<file path="src/rtl/core/rtttl_pkg.sv">
package rtttl_pkg;

  // item formats
  typedef struct packed {
    logic [7:0] char_code;
    logic       last_char;
    logic       play_enable;
  } in_item_t;

  typedef struct packed {
    logic [3:0]  octave;
    logic [3:0]  semitone;
    logic [18:0] duration_ms;
    logic        tune_end;
  } out_item_t;

  // parser phases
  typedef enum logic [2:0] {
    PH_NAME = 3'd0,
    PH_HDR  = 3'd1,
    PH_DUR  = 3'd2,
    PH_OCT  = 3'd3,
    PH_BPM  = 3'd4,
    PH_LEN  = 3'd5,
    PH_TAIL = 3'd6
  } phase_t;

  // controller states
  typedef enum logic [1:0] {
    ST_IDLE = 2'd0,
    ST_DIV  = 2'd1,
    ST_HOLD = 2'd2
  } ctrl_state_t;

  // controller to datapath
  typedef struct packed {
    logic take_item;
    logic load_out;
    logic write_whole;
  } ctrl_cmd_t;

  // datapath to controller
  typedef struct packed {
    logic need_div;
    logic note_pend;
    logic div_done;
  } dp_status_t;

  // divider sizes
  localparam int DIV_W     = 18;
  localparam int DVS_W     = 10;
  localparam int DIV_CNT_W = $clog2(DIV_W + 1);

  // reset values and limits
  localparam logic [3:0]       OCTAVE_ADD   = 4'd0;
  localparam logic [7:0]       DEF_LEN      = 8'd4;
  localparam logic [3:0]       DEF_OCT      = 4'd6;
  localparam logic [9:0]       BPM_FALLBACK = 10'd63;
  localparam logic [DIV_W-1:0] WHOLE_RESET  = 18'd3808;
  localparam logic [DIV_W-1:0] MINUTE_MS    = 18'd60000;
  localparam logic [13:0]      ACC_MAX      = 14'd999;
  localparam logic [11:0]      LEN_MAX      = 12'd255;
  localparam logic [3:0]       OCT_MIN      = 4'd3;
  localparam logic [3:0]       OCT_MAX      = 4'd7;

  // characters
  localparam logic [7:0] CH_COLON = 8'h3A;
  localparam logic [7:0] CH_COMMA = 8'h2C;
  localparam logic [7:0] CH_SHARP = 8'h23;
  localparam logic [7:0] CH_DOT   = 8'h2E;
  localparam logic [7:0] CH_SPACE = 8'h20;
  localparam logic [7:0] CH_TAB   = 8'h09;
  localparam logic [7:0] CH_CR    = 8'h0D;
  localparam logic [7:0] CH_LF    = 8'h0A;
  localparam logic [7:0] CH_ZERO  = 8'h30;
  localparam logic [7:0] CH_NINE  = 8'h39;
  localparam logic [7:0] CH_UP_A  = 8'h41;
  localparam logic [7:0] CH_UP_Z  = 8'h5A;
  localparam logic [7:0] CH_A     = 8'h61;
  localparam logic [7:0] CH_B     = 8'h62;
  localparam logic [7:0] CH_C     = 8'h63;
  localparam logic [7:0] CH_D     = 8'h64;
  localparam logic [7:0] CH_E     = 8'h65;
  localparam logic [7:0] CH_F     = 8'h66;
  localparam logic [7:0] CH_G     = 8'h67;
  localparam logic [7:0] CH_O     = 8'h6F;
  localparam logic [7:0] CH_X     = 8'h78;

  // note letter to semitone, anything else is a rest
  function automatic logic [3:0] semi_of(input logic [7:0] c);
    logic [3:0] s;
    unique case (c)
      CH_A:    s = 4'd10;
      CH_B:    s = 4'd12;
      CH_C:    s = 4'd1;
      CH_D:    s = 4'd3;
      CH_E:    s = 4'd5;
      CH_F:    s = 4'd6;
      CH_G:    s = 4'd8;
      default: s = 4'd0;
    endcase
    return s;
  endfunction

endpackage

</file>
<file path="src/rtl/core/ringtone_text_note_parser.sv">
// channel  direction  payload                                   handshake
// in_      input      char_code, last_char, play_enable         in_valid / in_stall
// out_     output     octave, semitone, duration_ms, tune_end   out_valid / out_stall
//
// a character that emits no note and commits no tempo needs no division
// a note or a tempo commit runs through the shared
// 18-step restoring divider (one quotient bit per cycle)
// synchronous active-low reset returns the parser to name skipping
// a finished note waits in the output register, input taken; the next stalls input
module ringtone_text_note_parser (
  input  logic                 clk,
  input  logic                 rst_n,
  input  logic                 in_valid,
  output logic                 in_stall,
  input  rtttl_pkg::in_item_t  in_item,
  output logic                 out_valid,
  input  logic                 out_stall,
  output rtttl_pkg::out_item_t out_item
);

  rtttl_pkg::ctrl_cmd_t  cmd;
  rtttl_pkg::dp_status_t sts;

  rtttl_ctrl u_ctrl (
    .clk       (clk),
    .rst_n     (rst_n),
    .in_valid  (in_valid),
    .in_stall  (in_stall),
    .out_valid (out_valid),
    .out_stall (out_stall),
    .sts       (sts),
    .cmd       (cmd)
  );

  rtttl_dp u_dp (
    .clk      (clk),
    .rst_n    (rst_n),
    .in_item  (in_item),
    .cmd      (cmd),
    .sts      (sts),
    .out_item (out_item)
  );

endmodule

</file>
<file path="src/rtl/core/rtttl_div.sv">
module rtttl_div (
  input  logic                               clk,
  input  logic                               rst_n,
  input  logic                               start,
  input  logic [rtttl_pkg::DIV_W-1:0]        dividend,
  input  logic [rtttl_pkg::DVS_W-1:0]        divisor,
  output logic [rtttl_pkg::DIV_W-1:0]        quotient,
  output logic                               done
);

  logic                                 busy_r, busy_nxt;
  logic                                 done_r, done_nxt;
  logic [rtttl_pkg::DIV_CNT_W-1:0]      cnt_r, cnt_nxt;
  logic [rtttl_pkg::DIV_W-1:0]          quo_r, quo_nxt;
  logic [rtttl_pkg::DVS_W-1:0]          rem_r, rem_nxt;
  logic [rtttl_pkg::DVS_W-1:0]          dvs_r, dvs_nxt;
  logic [rtttl_pkg::DVS_W:0]            rem_sh;
  logic [rtttl_pkg::DVS_W:0]            rem_sub;
  logic                                 ge;

  // one restoring step per cycle, msb first
  always_comb begin
    rem_sh  = {rem_r, quo_r[rtttl_pkg::DIV_W-1]};
    ge      = (rem_sh >= {1'b0, dvs_r});
    rem_sub = rem_sh - {1'b0, dvs_r};
    busy_nxt = busy_r;
    done_nxt = 1'b0;
    cnt_nxt  = cnt_r;
    quo_nxt  = quo_r;
    rem_nxt  = rem_r;
    dvs_nxt  = dvs_r;
    if (start && !busy_r) begin
      busy_nxt = 1'b1;
      cnt_nxt  = rtttl_pkg::DIV_CNT_W'(rtttl_pkg::DIV_W);
      quo_nxt  = dividend;
      rem_nxt  = '0;
      dvs_nxt  = divisor;
    end else if (busy_r) begin
      quo_nxt = {quo_r[rtttl_pkg::DIV_W-2:0], ge};
      rem_nxt = ge ? rem_sub[rtttl_pkg::DVS_W-1:0] : rem_sh[rtttl_pkg::DVS_W-1:0];
      cnt_nxt = cnt_r - 1'b1;
      if (cnt_r == rtttl_pkg::DIV_CNT_W'(1)) begin
        busy_nxt = 1'b0;
        done_nxt = 1'b1;
      end
    end
  end

  // control registers
  always_ff @(posedge clk) begin
    if (!rst_n) begin
      busy_r <= 1'b0;
      done_r <= 1'b0;
      cnt_r  <= '0;
    end else begin
      busy_r <= busy_nxt;
      done_r <= done_nxt;
      cnt_r  <= cnt_nxt;
    end
  end

  // operand registers
  always_ff @(posedge clk) begin
    quo_r <= quo_nxt;
    rem_r <= rem_nxt;
    dvs_r <= dvs_nxt;
  end

  assign quotient = quo_r;
  assign done     = done_r;

endmodule

</file>
<file path="src/rtl/core/rtttl_dp.sv">
module rtttl_dp (
  input  logic                  clk,
  input  logic                  rst_n,
  input  rtttl_pkg::in_item_t   in_item,
  input  rtttl_pkg::ctrl_cmd_t  cmd,
  output rtttl_pkg::dp_status_t sts,
  output rtttl_pkg::out_item_t  out_item
);

  rtttl_pkg::phase_t             phase_r, phase_nxt, phase_m;
  logic [7:0]                    dlen_r, dlen_nxt, dlen_m;
  logic [3:0]                    doct_r, doct_nxt, doct_m;
  logic [rtttl_pkg::DIV_W-1:0]   whole_r, whole_nxt;
  logic [9:0]                    acc_r, acc_nxt, acc_m;
  logic [3:0]                    psemi_r, psemi_nxt, psemi_m;
  logic                          pdot_r, pdot_nxt, pdot_m;
  logic [3:0]                    poct_r, poct_nxt, poct_m;
  logic [7:0]                    plen_r, plen_nxt, plen_m;
  logic                          note_r, note_nxt;
  logic [3:0]                    res_oct_r;
  logic [3:0]                    res_semi_r;
  logic                          res_dot_r;
  logic                          res_end_r;
  rtttl_pkg::out_item_t          out_r;

  logic [7:0]                    c;
  logic                          digit, blank;
  logic [3:0]                    dv;
  logic [13:0]                   acc_mul;
  logic [11:0]                   len_mul;
  logic                          emit, tune_end, bpm_commit;
  logic [9:0]                    bpm_v;
  logic [7:0]                    len_sel;
  logic [rtttl_pkg::DIV_W-1:0]   div_dvd;
  logic [rtttl_pkg::DVS_W-1:0]   div_dvs;
  logic [rtttl_pkg::DIV_W-1:0]   div_q;
  logic                          div_done;
  logic                          div_start;
  logic [18:0]                   dur;

  // character classes
  always_comb begin
    c = in_item.char_code;
    if (c >= rtttl_pkg::CH_UP_A && c <= rtttl_pkg::CH_UP_Z) c = c | 8'h20;
    digit = (c >= rtttl_pkg::CH_ZERO && c <= rtttl_pkg::CH_NINE);
    dv    = digit ? c[3:0] : 4'd0;
    blank = (c == rtttl_pkg::CH_SPACE) || (c == rtttl_pkg::CH_TAB) ||
            (c == rtttl_pkg::CH_CR) || (c == rtttl_pkg::CH_LF);
    acc_mul = 14'(acc_r) * 14'd10 + 14'(dv);
    len_mul = 12'(plen_r) * 12'd10 + 12'(dv);
    bpm_v   = (acc_r == 10'd0) ? rtttl_pkg::BPM_FALLBACK : acc_r;
  end

  // per-character parse step
  always_comb begin
    phase_m    = phase_r;
    dlen_m     = dlen_r;
    doct_m     = doct_r;
    acc_m      = acc_r;
    psemi_m    = psemi_r;
    pdot_m     = pdot_r;
    poct_m     = poct_r;
    plen_m     = plen_r;
    emit       = 1'b0;
    tune_end   = 1'b0;
    bpm_commit = 1'b0;
    if (in_item.play_enable) begin
      unique case (phase_r)
        rtttl_pkg::PH_NAME: begin
          if (c == rtttl_pkg::CH_COLON) phase_m = rtttl_pkg::PH_HDR;
        end
        rtttl_pkg::PH_HDR: begin
          acc_m = '0;
          priority if (c == rtttl_pkg::CH_D) phase_m = rtttl_pkg::PH_DUR;
          else if (c == rtttl_pkg::CH_O) phase_m = rtttl_pkg::PH_OCT;
          else if (c == rtttl_pkg::CH_B) phase_m = rtttl_pkg::PH_BPM;
          else if (c == rtttl_pkg::CH_COLON) begin
            phase_m = rtttl_pkg::PH_LEN;
            plen_m  = '0;
            psemi_m = '0;
            pdot_m  = 1'b0;
            poct_m  = doct_r;
          end
        end
        rtttl_pkg::PH_DUR, rtttl_pkg::PH_OCT, rtttl_pkg::PH_BPM: begin
          if (digit) begin
            acc_m = (acc_mul > rtttl_pkg::ACC_MAX) ? rtttl_pkg::ACC_MAX[9:0] : acc_mul[9:0];
          end else if (c == rtttl_pkg::CH_COMMA || c == rtttl_pkg::CH_COLON) begin
            // commit the header value
            if (phase_r == rtttl_pkg::PH_DUR) begin
              if (acc_r != 10'd0) dlen_m = (acc_r > 10'd255) ? 8'd255 : acc_r[7:0];
            end else if (phase_r == rtttl_pkg::PH_OCT) begin
              if (acc_r >= 10'(rtttl_pkg::OCT_MIN) && acc_r <= 10'(rtttl_pkg::OCT_MAX))
                doct_m = acc_r[3:0];
            end else begin
              bpm_commit = 1'b1;
            end
            acc_m = '0;
            if (c == rtttl_pkg::CH_COMMA) begin
              phase_m = rtttl_pkg::PH_HDR;
            end else begin
              phase_m = rtttl_pkg::PH_LEN;
              plen_m  = '0;
              psemi_m = '0;
              pdot_m  = 1'b0;
              poct_m  = doct_m;
            end
          end
        end
        rtttl_pkg::PH_LEN: begin
          priority if (blank) begin
            phase_m = phase_r;
          end else if (digit) begin
            plen_m = (len_mul > rtttl_pkg::LEN_MAX) ? 8'd255 : len_mul[7:0];
          end else if (c == rtttl_pkg::CH_COMMA) begin
            plen_m = '0;
          end else if (c == rtttl_pkg::CH_X) begin
            tune_end = 1'b1;
          end else begin
            psemi_m = rtttl_pkg::semi_of(c);
            poct_m  = doct_r;
            pdot_m  = 1'b0;
            phase_m = rtttl_pkg::PH_TAIL;
          end
        end
        rtttl_pkg::PH_TAIL: begin
          priority if (c == rtttl_pkg::CH_SHARP) begin
            if (psemi_r >= 4'd1 && psemi_r <= 4'd11) psemi_m = psemi_r + 4'd1;
          end else if (c == rtttl_pkg::CH_DOT) begin
            pdot_m = 1'b1;
          end else if (digit) begin
            poct_m = dv;
          end else if (c == rtttl_pkg::CH_COMMA) begin
            emit = 1'b1;
          end else if (c == rtttl_pkg::CH_X) begin
            emit     = 1'b1;
            tune_end = 1'b1;
          end
        end
        default: phase_m = rtttl_pkg::PH_NAME;
      endcase
      // last character closes the tune
      if (in_item.last_char) begin
        tune_end = 1'b1;
        if (phase_m == rtttl_pkg::PH_TAIL) emit = 1'b1;
      end
    end
  end

  // division operands: note length or tempo
  always_comb begin
    len_sel = (plen_r != 8'd0) ? plen_r : dlen_r;
    if (len_sel == 8'd0) len_sel = 8'd1;
    div_dvd   = emit ? whole_r : rtttl_pkg::MINUTE_MS;
    div_dvs   = emit ? rtttl_pkg::DVS_W'(len_sel) : bpm_v;
    div_start = cmd.take_item && sts.need_div;
  end

  assign sts.need_div  = emit || (bpm_commit && !tune_end);
  assign sts.note_pend = note_r;
  assign sts.div_done  = div_done;

  // next state after emit and end of tune
  always_comb begin
    phase_nxt = phase_r;
    dlen_nxt  = dlen_r;
    doct_nxt  = doct_r;
    whole_nxt = whole_r;
    acc_nxt   = acc_r;
    psemi_nxt = psemi_r;
    pdot_nxt  = pdot_r;
    poct_nxt  = poct_r;
    plen_nxt  = plen_r;
    note_nxt  = note_r;
    if (cmd.write_whole) whole_nxt = {div_q[rtttl_pkg::DIV_W-3:0], 2'b00};
    if (cmd.take_item) begin
      phase_nxt = phase_m;
      dlen_nxt  = dlen_m;
      doct_nxt  = doct_m;
      acc_nxt   = acc_m;
      psemi_nxt = psemi_m;
      pdot_nxt  = pdot_m;
      poct_nxt  = poct_m;
      plen_nxt  = plen_m;
      note_nxt  = emit;
      if (emit) begin
        phase_nxt = rtttl_pkg::PH_LEN;
        plen_nxt  = '0;
        psemi_nxt = '0;
        pdot_nxt  = 1'b0;
        poct_nxt  = doct_m;
      end
      if (tune_end) begin
        phase_nxt = rtttl_pkg::PH_NAME;
        dlen_nxt  = rtttl_pkg::DEF_LEN;
        doct_nxt  = rtttl_pkg::DEF_OCT;
        whole_nxt = rtttl_pkg::WHOLE_RESET;
        acc_nxt   = '0;
        psemi_nxt = '0;
        pdot_nxt  = 1'b0;
        poct_nxt  = rtttl_pkg::DEF_OCT;
        plen_nxt  = '0;
      end
    end
  end

  // parser state
  always_ff @(posedge clk) begin
    if (!rst_n) begin
      phase_r <= rtttl_pkg::PH_NAME;
      dlen_r  <= rtttl_pkg::DEF_LEN;
      doct_r  <= rtttl_pkg::DEF_OCT;
      whole_r <= rtttl_pkg::WHOLE_RESET;
      acc_r   <= '0;
      psemi_r <= '0;
      pdot_r  <= 1'b0;
      poct_r  <= rtttl_pkg::DEF_OCT;
      plen_r  <= '0;
      note_r  <= 1'b0;
    end else begin
      phase_r <= phase_nxt;
      dlen_r  <= dlen_nxt;
      doct_r  <= doct_nxt;
      whole_r <= whole_nxt;
      acc_r   <= acc_nxt;
      psemi_r <= psemi_nxt;
      pdot_r  <= pdot_nxt;
      poct_r  <= poct_nxt;
      plen_r  <= plen_nxt;
      note_r  <= note_nxt;
    end
  end

  // note fields held while the division runs
  always_ff @(posedge clk) begin
    if (cmd.take_item && emit) begin
      res_oct_r  <= poct_m + rtttl_pkg::OCTAVE_ADD;
      res_semi_r <= psemi_m;
      res_dot_r  <= pdot_m;
      res_end_r  <= tune_end;
    end
  end

  rtttl_div u_div (
    .clk      (clk),
    .rst_n    (rst_n),
    .start    (div_start),
    .dividend (div_dvd),
    .divisor  (div_dvs),
    .quotient (div_q),
    .done     (div_done)
  );

  // dotted notes add half
  assign dur = {1'b0, div_q} + (res_dot_r ? {2'b00, div_q[rtttl_pkg::DIV_W-1:1]} : 19'd0);

  // result register
  always_ff @(posedge clk) begin
    if (cmd.load_out) begin
      out_r.octave      <= res_oct_r;
      out_r.semitone    <= res_semi_r;
      out_r.duration_ms <= dur;
      out_r.tune_end    <= res_end_r;
    end
  end

  assign out_item = out_r;

endmodule

</file>
<file path="src/rtl/core/rtttl_ctrl.sv">
module rtttl_ctrl (
  input  logic                  clk,
  input  logic                  rst_n,
  input  logic                  in_valid,
  output logic                  in_stall,
  output logic                  out_valid,
  input  logic                  out_stall,
  input  rtttl_pkg::dp_status_t sts,
  output rtttl_pkg::ctrl_cmd_t  cmd
);

  rtttl_pkg::ctrl_state_t state_r, state_nxt;
  logic                   out_valid_r, out_valid_nxt;
  logic                   slot_free;

  // state register
  always_ff @(posedge clk) begin
    if (!rst_n) begin
      state_r     <= rtttl_pkg::ST_IDLE;
      out_valid_r <= 1'b0;
    end else begin
      state_r     <= state_nxt;
      out_valid_r <= out_valid_nxt;
    end
  end

  // next state and commands
  always_comb begin
    slot_free = !out_valid_r || !out_stall;
    state_nxt = state_r;
    cmd       = '0;
    in_stall  = 1'b1;
    unique case (state_r)
      rtttl_pkg::ST_IDLE: begin
        in_stall = 1'b0;
        if (in_valid) begin
          cmd.take_item = 1'b1;
          if (sts.need_div) state_nxt = rtttl_pkg::ST_DIV;
        end
      end
      rtttl_pkg::ST_DIV: begin
        if (sts.div_done) begin
          if (!sts.note_pend) begin
            cmd.write_whole = 1'b1;
            state_nxt       = rtttl_pkg::ST_IDLE;
          end else if (slot_free) begin
            cmd.load_out = 1'b1;
            state_nxt    = rtttl_pkg::ST_IDLE;
          end else begin
            state_nxt = rtttl_pkg::ST_HOLD;
          end
        end
      end
      rtttl_pkg::ST_HOLD: begin
        if (slot_free) begin
          cmd.load_out = 1'b1;
          state_nxt    = rtttl_pkg::ST_IDLE;
        end
      end
      default: state_nxt = rtttl_pkg::ST_IDLE;
    endcase
    out_valid_nxt = cmd.load_out || (out_valid_r && out_stall);
  end

  assign out_valid = out_valid_r;

endmodule

</file>
<file path="config.mk">
export PLATFORM = sky130hd
export DESIGN_NAME = ringtone_text_note_parser
export DESIGN_NICKNAME = d
export VERILOG_FILES = /design/src/rtl/core/rtttl_pkg.sv /design/src/rtl/core/ringtone_text_note_parser.sv /design/src/rtl/core/rtttl_div.sv /design/src/rtl/core/rtttl_dp.sv /design/src/rtl/core/rtttl_ctrl.sv
export SDC_FILE = /design/constraint.sdc
export NUM_CORES = 1
export LEC_CHECK = 0
export BUFFER_PORTS_ARGS = -buffer_cell sky130_fd_sc_hd__buf_2
export CORE_MARGIN = 5
export CORE_UTILIZATION = 35
export DETAILED_ROUTE_END_ITERATION = 7
export PLACE_DENSITY_LB_ADDON = 0.08
export SETUP_SLACK_MARGIN = 0.05
export SYNTH_ARGS = -nofsm -noshare
export SYNTH_HDL_FRONTEND = slang
export SYNTH_HIERARCHICAL = 1
export SYNTH_SLANG_ARGS = --single-unit
</file>
<file path="constraint.sdc">
create_clock -name clk -period 7 [get_ports clk]
set_clock_uncertainty 0.05 [all_clocks]
set_input_delay 0.35 -clock clk [delete_from_list [all_inputs] [get_ports clk]]
set_output_delay 0.35 -clock clk [all_outputs]
set_load 0.005 [all_outputs]
</file>
# Word-level counts from Yosys, hierarchy flattened
# Index checks and enable logic that the tools add are counted.
totals:
  out_inout_bits: 30
  inputBits: 14
  regBits: 147
  elab_cells: 302
op_classes:
  addsub: 6
  mul: 2
  order_cmp: 12
  reduce_logical: 44
  n_mux: 166
  n_eq_ne: 42
  bitwise_logic: 2
ops:
  columns: ["cell", "n"]
  rows:
  - ["$mux W8", 26]
  - ["$mux W4", 42]
  - ["$mux W18", 6]
  - ["$eq A8 B7 Y1 const B", 9]
  - ["$mux W10", 6]
  - ["$mux W1", 49]
  - ["$mux W3", 16]
  - ["$eq A8 B6 Y1 const B", 5]
  - ["$pmux W4 S4", 2]
  - ["$pmux W4 S7", 1]
  - ["$eq A8 B4 Y1 const B", 3]
  - ["$pmux W8 S3", 1]
  - ["$pmux W10 S2", 1]
  - ["$add A18 B19 Y19", 1]
  - ["$mux W17", 1]
  - ["$ne A4 B2 Y1 const B", 4]
  - ["$pmux W3 S5", 1]
  - ["$add A14 B4 Y14", 1]
  - ["$gt A14 B10 Y1 const B", 1]
  - ["$mux W2", 7]
  - ["$mul A10 B3 Y13 const B", 1]
  - ["$add A12 B4 Y12", 1]
  - ["$eq A3 B3 Y1 const B", 4]
  - ["$gt A12 B8 Y1 const B", 1]
  - ["other kinds (48)", 84]

# Longest topological paths before layout
depth:
  ltp_word: 18
  depth_mapped: 15
  mapped_depth_nobuf: 12

# Modules after synthesis
# The synthesis kept the hierarchy.
by_module_without_submodules:
  columns: ["mod", "area_each_um2", "cells_per_inst", "seq_area_each_um2", "n_inst"]
  rows:
  - ["rtttl_dp", 7310.8, 844, 2362.3, 1]
  - ["rtttl_div", 2337.2, 212, 1181.1, 1]
  - ["rtttl_ctrl", 250.2, 29, 60.1, 1]

# Worst setup path after synthesis
# Ideal clock, no wire load.
synth_path:
  path_kind: "input to register"
  start: "input in_item[4] in the netlist's numbering"
  end: "register u_dp.u_div.quo_r (netlist bit u_dp/u_div/quotient[10]) (data pin)"
  arrival_time_ns: 3.457
  setup_ns: 0.260
  path_slack_ns: 3.233
  cell_stages: 13
  cell_sequence: "buf_4 > buf_2 > and2_1 > and3_2 > o311a_1 > a21oi_1 > or2_1 > o21a_1 > and2_1 > nor2b_1 > buf_2 > buf_1 > mux2_2"
synth_rtl:
  columns: ["element", "line", "text"]
  rows:
  - ["start, declared", "ringtone_text_note_parser.sv:15", "input rtttl_pkg::in_item_t in_item,"]
  - ["end signal, assigned", "rtttl_div.sv:64", "quo_r <= quo_nxt;"]
  - ["end, declared", "rtttl_div.sv:14", "logic [rtttl_pkg::DIV_W-1:0] quo_r, quo_nxt;"]

==> flow_metrics.env <==
export IMPL_yosysMostFrequentCell="nand2_1"
export IMPL_reg2reg_to="u_dp/u_div/quotient[4]"
export IMPL_grt_max_degree=51
export IMPL_cts_htree_levels=4
export IMPL_ir_worst_vdd_mv=0.167
export IMPL_vias_per_cell=5.27
export IMPL_final_setup_tns_ps=0
export IMPL_fmax_mhz=227
export IMPL_routed_wl_mm=24.5
export IMPL_crit_slowest_cell="nor3b_1"
export IMPL_max_cap_violations=0
export IMPL_critical_path_required_ps=7110
export IMPL_min_from="out_stall"
export IMPL_post_place_ws_ps=2600
export IMPL_synth_distinct_cells=95
export IMPL_grt_use_total=0.158
export IMPL_dieWidth_um=178
export IMPL_setup_viol=0
export IMPL_power_total_mw=1.91
export IMPL_synth_fp_nets=1173
export IMPL_drt_initial_drc_count=493
export IMPL_antennaDiodeCount=0
export IMPL_cts_resized_gates=0
export IMPL_drt_met1_wl_mm=11.9
export IMPL_nFillCells=2810
export IMPL_wl_per_cell_um=16.4
export IMPL_yosysTopAreaCell="edfxtp_1"
export IMPL_grt_antenna_before_repair=0
export IMPL_cts_max_path_buffers=2
export IMPL_finalHoldViolCount=0
export IMPL_holdPathEnd="u_ctrl/out_valid"
export IMPL_vias=7894
export IMPL_place_inst=1466
export IMPL_firstDrtPassIters=5
export IMPL_area_sequential_mm2=0.00360
export IMPL_clk_latency_ps=420
export IMPL_cp_start_kind="flop"
export IMPL_cts_tree="built"
export IMPL_cp_arrival_ps=4520
export IMPL_cp_max_fo=18
export IMPL_syn_avg_cell_area_um2=9.12
export IMPL_io_pins=44
export IMPL_cts_sinks=147
export IMPL_core_mm2=0.0279
export IMPL_final_nets=1195
export IMPL_fin_crit_sh=0.629
export IMPL_fin_ws_ps=2600
export IMPL_ys_flop_type="dfxtp_1"
export IMPL_topRoutingLayerUsed="met4"
export IMPL_gp_congestion=0.850
export IMPL_wl_met3_um=693
export IMPL_stdcell_count=1498
export IMPL_multi_input_area_mm2=0.00588
export IMPL_regToRegSetupSlack_ps=2600
export IMPL_grt_overflow_total=0
export IMPL_hp_class="in -> reg"
export IMPL_r2r_start="u_dp/phase_r[0]"
export IMPL_cts_root_buf="clkbuf_16"
export IMPL_crit_type="reg -> reg"
export IMPL_numCtsBuffers=17
export IMPL_drc=0
export IMPL_async_flop_share=0
export IMPL_route_met2_wl_mm=11.4
export IMPL_synth_common_cells="nand2_1 (102), nor2_1 (85), dfxtp_1 (81)"
export IMPL_synth_seq_area_share=0.364
export IMPL_area_growth_syn_to_layout_pct=11.7
export IMPL_synth_top_cells_by_area="edfxtp_1 (20%), dfxtp_1 (16%), ha_1 (8.8%), nand2_1 (3.9%), nor2_1 (3.2%)"
export IMPL_whs_path_depth=3
export IMPL_synth_edf_count=66
export IMPL_synth_warnings=6
export IMPL_drv_slew=0
export IMPL_endpoint_kind="flop"
export IMPL_rows=61
export IMPL_worstPathBufferInverterCount=1
export IMPL_path_clk_slew_ps=70
export IMPL_power_density_mw_per_mm2=173
export IMPL_ant_nets=0
export IMPL_dieArea_mm2=0.0317
export IMPL_cpPeakStageDelay_ps=810
export IMPL_rsz0062_at_grt="no"
export IMPL_layout_drive_gt1_share=0.129
export IMPL_portBuffers=43
export IMPL_grt_pass1_vias=7635
export IMPL_synthesis_area_mm2=0.00990
export IMPL_dpl_hpwl_mm=18.3
export IMPL_netlist_area_leader_share=0.200
export IMPL_critPathTopFamily="simple AND/OR/NAND/NOR gates"
export IMPL_p_leak_nw=4.28
export IMPL_relSlewSlack=0.182
export IMPL_outcome="finished clean"
export IMPL_cts_setup_buffers=0
export IMPL_worst_pin_slew_ps=1230
export IMPL_min_period_ps=4400
export IMPL_grt_pass1_wl_mm=40.5
export IMPL_synth_seq_cells=147
export IMPL_reg2reg_depth=11
export IMPL_crit_chain="nor3b_1 > o2111a_1 > o32a_1 > nand2_1 > a21oi_1 > or2_1 > o21a_1 > and2_1 > nor2b_2 > buf_4 > mux2_2"
export IMPL_hold_buffers=0
export IMPL_start_util=0.355
export IMPL_die_h_um=178
export IMPL_syn_instance_count=1085
## logic make-up after synthesis
kind of cell,synth area share
compound gates,0.190
xor+xnor,0.0380
fa+ha+maj,0.0966
buf+inv,0.0434
flops,0.364
mux,0.0461
simple gates,0.222
## final cells by class
| type | count | share of cell area |
|---|---|---|
| clock buffers | 20 | 0.0433 |
| inverters | 55 | 0.0187 |
| clock inverters | 12 | 0.0127 |
| well taps | 378 | 0.0428 |
| repair buffers | 51 | 0.0249 |
| flip-flops and latches | 147 | 0.326 |
| multi-input cells | 835 | 0.532 |
## sequential cells by signal, summed over array words and instances, names as in the netlist, 5 cells and up
register             flops
u_dp/acc_r              10
u_dp/whole_r            18
u_dp/u_div/rem_r        10
u_dp/out_item           28
u_dp/plen_r              8
u_dp/u_div/dvs_r        10
u_dp/dlen_r              8
u_dp/u_div/cnt_r         5
u_dp/u_div/quotient     18
## how the worst max path moves through the flow
| stage | from | to | slack (ps) | cells past startpoint |
|---|---|---|---|---|
| global route | u_dp/phase_r[0] | u_dp/u_div/quotient[4] | 2260 | 11 |
| global placement | in_item[8] | u_dp/u_div/quotient[4] | 2670 | 11 |
| finish | u_dp/phase_r[0] | u_dp/u_div/quotient[4] | 2600 | 11 |
| detailed placement | in_item[8] | u_dp/u_div/quotient[3] | 2600 | 11 |
| floorplan | in_item[4] | u_dp/u_div/quotient[10] | 3230 | 13 |
| CTS | u_dp/phase_r[0] | u_dp/u_div/quotient[16] | 2580 | 11 |
## cells in the final DEF, fill, tap and decap left out, types with 19 or more instances in the layout
cell	n
buf_2	43
xnor2_1	23
ha_1	70
a21oi_1	56
nor2_1	84
inv_1	54
and2_1	41
o21ai_0	27
clkbuf_16	19
nand3_1	22
mux2_2	21
edfxtp_1	66
mux2i_1	22
dfxtp_1	81
nand2_1	102
nand2b_1	19
xor2_1	20
nor3_1	36
## layer usage
metal / global-route usage / up-vias
li1: - / 4004
met1: 0.216 / 3711
met2: 0.259 / 145
met3: 0.0218 / 34
met4: 0.0505 / 0
met5: 0 / -
## where the power goes
group | internal [mW] | leakage [nW] | switching, mW
Clock | 0.573 | 0.294 | 0.374
Combinational | 0.0222 | 2.77 | 0.0511
Sequential | 0.891 | 1.21 | 0.00214
## stage by stage
step / util / area [um2] / hold slack [ps]
6_report: 0.397 / 11100 / 212
5_1_grt: 0.397 / 11100 / 221
4_1_cts: 0.397 / 11100 / 184
3_5_place_dp: 0.375 / 10400 / 363
3_3_place_gp: 0.375 / 10400 / 357
2_1_floorplan: - / 9900 / 350
## worst register-to-register path: cells and delay by family (launching register included)
kind | cells | cell delay, ps
AOI/OAI and AO/OA | 4 | 980
DFF | 1 | 550
and+or+nand+nor | 5 | 1830
buffers and inverters | 1 | 360
muxes | 1 | 380
Note: power is estimated with default switching activity, not from simulation.
